==> src/rtl/core/pba_pkg.sv <==
`timescale 1ns / 1ps
// ---------------------------------------------------------------------------
// pba_pkg
// Shared types and constants for the page bitmap allocator.
// ---------------------------------------------------------------------------
package pba_pkg;

  // Bitmap geometry
  localparam int MAX_PAGES  = 4096;
  localparam int PAGE_SHIFT = 12;
  localparam int WORD_BITS  = 64;
  localparam int WORD_COUNT = MAX_PAGES / WORD_BITS;
  localparam int PAGE_W     = $clog2(MAX_PAGES);
  localparam int CNT_W      = PAGE_W + 1;
  localparam int WADDR_W    = $clog2(WORD_COUNT);
  localparam int BIT_W      = $clog2(WORD_BITS);

  // Field widths
  localparam int MODE_W    = 3;
  localparam int INDEX_W   = 12;
  localparam int LEN_W     = 13;
  localparam int BYTE_W    = 48;
  localparam int STATUS_W  = 2;
  localparam int PCOUNT_W  = 13;

  // Frame numbers of a map entry, with room for the rounding carry
  localparam int FRAME_W = BYTE_W - PAGE_SHIFT + 1;
  localparam int END_W   = FRAME_W + 1;

  localparam logic [PCOUNT_W-1:0] PCOUNT_RESET = PCOUNT_W'(4096);

  typedef logic [WORD_BITS-1:0] word_t;

  typedef enum logic [MODE_W-1:0] {
    MODE_ALLOC_FIRST = 3'd0,
    MODE_CLAIM       = 3'd1,
    MODE_ALLOC_RUN   = 3'd2,
    MODE_FREE        = 3'd3,
    MODE_MARK_ALL    = 3'd4,
    MODE_MAP_ENTRY   = 3'd5
  } mode_e;

  typedef enum logic [STATUS_W-1:0] {
    STAT_OK        = 2'd0,
    STAT_NOT_FOUND = 2'd1,
    STAT_RANGE     = 2'd2
  } status_e;

  typedef enum logic [2:0] {
    ST_IDLE,
    ST_SETUP,
    ST_SEARCH,
    ST_CLIP,
    ST_FILL,
    ST_DONE
  } state_e;

  // Bitmap memory access
  typedef struct packed {
    logic               re;
    logic [WADDR_W-1:0] raddr;
    logic               we;
    logic [WADDR_W-1:0] waddr;
    word_t              wdata;
  } mem_req_t;

  // Outcome of scanning one bitmap word
  typedef struct packed {
    logic             hit;
    logic [PAGE_W-1:0] first;
    logic [CNT_W-1:0]  carry_out;
  } scan_res_t;

endpackage

==> src/rtl/core/pba_bitmap_mem.sv <==
`timescale 1ns / 1ps
// ---------------------------------------------------------------------------
// pba_bitmap_mem
// Bitmap word store: one write and one read port, registered read data.
// Words never written since reset read as all ones (every page used).
// ---------------------------------------------------------------------------
module pba_bitmap_mem (
  input  logic              clk,
  input  logic              rst,
  input  pba_pkg::mem_req_t req,
  output pba_pkg::word_t    rdata
);
  import pba_pkg::*;

  word_t                 mem [WORD_COUNT];
  logic [WORD_COUNT-1:0] written;
  word_t                 rd_word;
  logic                  rd_written;

  // Storage array
  always_ff @(posedge clk) begin
    if (req.we) begin
      mem[req.waddr] <= req.wdata;
    end
    if (req.re) begin
      rd_word <= mem[req.raddr];
    end
  end

  // Per-word written flags stand in for the all-ones reset
  always_ff @(posedge clk) begin
    if (rst) begin
      written    <= '0;
      rd_written <= 1'b0;
    end else begin
      if (req.we) begin
        written[req.waddr] <= 1'b1;
      end
      if (req.re) begin
        rd_written <= written[req.raddr];
      end
    end
  end

  assign rdata = rd_written ? rd_word : '1;

  // No same-word read and write in one cycle: the controller never needs it
  a_no_rw_clash: assert property (@(posedge clk) disable iff (rst)
    (req.re && req.we) |-> (req.raddr != req.waddr))
    else $error("bitmap read and write hit the same word");

endmodule

==> config.mk <==
export PLATFORM = sky130hd
export DESIGN_NAME = pba_bitmap_mem
export DESIGN_NICKNAME = d
export VERILOG_FILES = /design/src/rtl/core/pba_pkg.sv /design/src/rtl/core/pba_bitmap_mem.sv
export SDC_FILE = /design/constraint.sdc
export NUM_CORES = 2
export LEC_CHECK = 0
export BUFFER_PORTS_ARGS = -buffer_cell sky130_fd_sc_hd__buf_4
export CAP_MARGIN = 20
export CORE_ASPECT_RATIO = 1.75
export CORE_MARGIN = 2
export CORE_UTILIZATION = 30
export CTS_BUF_LIST = sky130_fd_sc_hd__clkbuf_2
export CTS_CLUSTER_SIZE = 25
export DETAILED_ROUTE_END_ITERATION = 6
export PLACE_DENSITY_LB_ADDON = 0.05
export SYNTH_ARGS = -nofsm -noshare
export SYNTH_HDL_FRONTEND = slang
export SYNTH_SLANG_ARGS = --single-unit
==> constraint.sdc <==
create_clock -name clk -period 6.6 [get_ports clk]
set_input_delay 0.33 -clock clk [delete_from_list [all_inputs] [get_ports clk]]
set_output_delay 0.33 -clock clk [all_outputs]
set_load 0.02 [all_outputs]
==> flow_metrics.tcl <==
set metrics [dict create \
    place_congestion 0.7172 \
    crit_fanout 124 \
    slew_headroom_pct 7.271 \
    synth_area_um2 159700 \
    path_buf_inv 7 \
    core_area_um2 530600 \
    io_pins 144 \
    path_clk_slew_ps 130 \
    dp_hpwl_mm 300.9 \
    grt_max_degree 125 \
    power_density_nw_per_um2 272.5 \
    setup-tns-final_ps 0 \
    hold_start "req[11]" \
    htreeDepth 7 \
    clk-insertion-delay-late_ps 1950 \
    p_seq_share_pct 59.2 \
    grt_pass1_vias 86480 \
    die_area_um2 538400 \
    min_path_cells 4 \
    ys_seq_elements 4225 \
    io_buffers 143 \
    syn_area_per_cell_um2 25.03 \
    drive_gt1_share_pct 40.29 \
    vdd_drop_max_mv 0.1180 \
    clock_sinks 4225 \
    rsz0062_at_grt "false" \
    most-common-layout-cells "4160 x edfxtp_1, 1503 x clkbuf_2, 1290 x mux4_2" \
    nets 7935 \
    layout_commonest_cell "edfxtp_1" \
    slowest_delay_ps 590 \
    initial_core_util_pct 30.10 \
    die_y_um 969.2 \
    viasPerCell 5.162 \
    num_rows 354 \
    crit_arrival_ps 5960 \
    routed_wl_mm 580.5 \
    path_class "primary input to register" \
    crit_required_ps 8240 \
    fillCellCount 49780 \
    reg2reg_depth 8 \
    wl_per_cell_um 37.49 \
    finClkSkew_ps 158.8 \
    p_switching_uw 12660 \
    drt_first_pass_iters 5 \
    power.leakage_uw 0.05843 \
    ys_types 32 \
    p_sw_share_pct 25.14 \
    drv_cap 0 \
    max_freq_mhz 231.1 \
    antenna_found_initial 46 \
    cp_cell_sequence "dlygate4sd3_1 -> dlygate4sd3_1 -> buf_8 -> buf_12 -> mux4_2 -> mux4_2 -> dlygate4sd3_1 -> a22oi_1 -> dlygate4sd3_1 -> nand2_1 -> dlygate4sd3_1" \
    yosysSeqAreaShare_pct 79.04 \
    die_w_um 555.5 \
    grt_pass1_wl_mm 775.6 \
    ant_nets 0 \
    min_period_ps 4328 \
    holdPathEnd "mem[61][11]$_DFFE_PP_" \
    slew_viol_final 0 \
    hold_viol_final 0 \
    pwr-share-clk_pct 35.0 \
    r2r-start "mem[13][60]$_DFFE_PP_" \
    status "complete, no violations" \
    p_int_uw 37700 \
    crit_slowest_cell "buf_8" \
    rr_endpoint "rd_word[60]$_DFFE_PP_" \
    worstMarginPinSlew_ps 1391 \
    holdWs_ps 308.6 \
    hp-class "primary input to register" \
    pwr-share-comb_pct 5.8 \
    r2r_setup_slack_ps 2590 \
    path_delay_family "buffers and inverters" \
    area_delta_synth_final_pct 15.72 \
    synth_nets 6460 \
    ys.warnings.count 0 \
    route.vias.total 79920 \
    root_buffer "clkbuf_2" \
    max-clock-path-buffers 5 \
    cts_buffers 1073 \
    fin_crit_sh_pct 65.58 \
    setup_viol 0 \
    drt-initial-drc-count 7054 \
    netlist_instances 6380 \
    startpoint_type "primary input" \
    grt-ovfl-total 0 \
    drc 0 \
    end_kind "register" \
    grtUsageTotal_pct 21.58 \
    cts_tree "yes" \
    path_common_cell "dlygate4sd3_1" \
]
==> kinds of logic (layout without fill, tap and decap cells) <==
family,Yosys count,in the layout,share of synthesized area [%]
compound gates,149,149,0.7067
buf+inv,340,2463,0.9825
flops,4225,4225,79.04
mux,1297,1297,18.24
other cells,0,37,0
simple gates,369,369,1.030
==> worst max-delay path by stage <==
stage                             from                    end  slack, ps  cells past startpoint
6_report                       req[73]  rd_word[26]$_DFFE_PP_       2270                     11
5_1_grt        rd_written$_SDFFE_PP0P_              rdata[32]       2100                      2
4_1_cts        rd_written$_SDFFE_PP0P_              rdata[32]       2030                      2
3_5_place_dp                   req[73]  rd_word[40]$_DFFE_PP_       2500                      7
3_3_place_gp                   req[73]  rd_word[40]$_DFFE_PP_       2540                      7
2_1_floorplan                  req[70]   mem[40][0]$_DFFE_PP_        830                      3
==> cell usage after synthesis <==
| cell type | instances | area share (%) |
|---|---|---|
| a2111oi_0 | 3 | 0.016 |
| a211oi_1 | 3 | 0.014 |
| a21oi_1 | 1 | 0.0031 |
| a22oi_1 | 130 | 0.61 |
| a311oi_1 | 2 | 0.011 |
| a31oi_1 | 1 | 0.0039 |
| and2_1 | 2 | 0.0078 |
| buf_1 | 50 | 0.12 |
| buf_2 | 84 | 0.26 |
| buf_4 | 24 | 0.11 |
| buf_6 | 13 | 0.092 |
| clkbuf_1 | 169 | 0.40 |
| dfxtp_1 | 65 | 0.81 |
| edfxtp_1 | 4160 | 78 |
| mux2_2 | 5 | 0.035 |
| mux2i_1 | 2 | 0.013 |
| mux4_2 | 1290 | 18 |
| nand2_1 | 73 | 0.17 |
| nand2b_1 | 73 | 0.29 |
| nand3_1 | 10 | 0.031 |
| nand3b_1 | 1 | 0.0047 |
| nand4_1 | 2 | 0.0078 |
| nor2_1 | 186 | 0.44 |
| nor2b_1 | 15 | 0.059 |
| nor3_1 | 4 | 0.013 |
| nor4_1 | 2 | 0.0078 |
| o21ai_0 | 1 | 0.0031 |
| o21ba_2 | 4 | 0.025 |
| o22ai_1 | 2 | 0.0078 |
| o2bb2ai_1 | 1 | 0.0055 |
| o41ai_1 | 1 | 0.0055 |
| or3_1 | 1 | 0.0039 |
==> power groups by stage <==
stage	clock [µW]	sequential [µW]	combinational [µW]
6_report	17600	29800	2910
5_1_grt	19600	29800	3120
4_1_cts	18500	29800	3020
3_5_place_dp	0	30500	2730
3_3_place_gp	0	30500	2700
2_1_floorplan	0	30300	1470
==> flip-flops by register name (all words and copies together) (netlist names) <==
signal and count:
written 64, rd_written 1, mem 4096, rd_word 64
==> routing by layer <==
| metal | wire, µm | vias up | global-route usage (%) |
|---|---|---|---|
| met5 | 24 | - | 0 |
| met4 | 13870 | 4 | 6.195 |
| met3 | 24290 | 856 | 3.230 |
| met2 | 317800 | 2641 | 39.90 |
| met1 | 224500 | 45180 | 25.76 |
| li1 | - | 31240 | - |
==> tightest hold or removal path, stage by stage <==
cell           delay, ps
dlygate4sd3_1        590
dlygate4sd3_1        690
buf_4                210
buf_12               190
==> layout make-up <==
cell class | count | area (µm²) | share of cell area, %
sequential | 4225 | 126200 | 68.30
tap | 6942 | 8686 | 4.700
multi-input combinational | 1815 | 32400 | 17.53
timing repair buffer | 740 | 8457 | 4.576
antenna | 37 | 92.59 | 0.05010
clock inverter | 220 | 1421 | 0.7691
clock buffer | 1503 | 7522 | 4.070
==> metrics by stage <==
step                cells  setup WS, ps  power [µW]  cell area [µm²]  util [%]
floorplan            6380         826.1       31780           159700         -
global placement    13380          2539       33150           171200     32.26
detailed placement  13390          2501       33190           171300     32.28
CTS                 15450          2033       51360           184700     34.81
global route        15470          2096       52590           184800     34.82
finish              15480          2272       50370           184800     34.83
==> repair_timing <==
item	in CTS	in global routing
resized for setup	0	0
endpoints found under the hold margin	8141	0
hold buffers	333	0
setup buffers	0	0
Note: power is estimated with default switching activity, not from simulation.
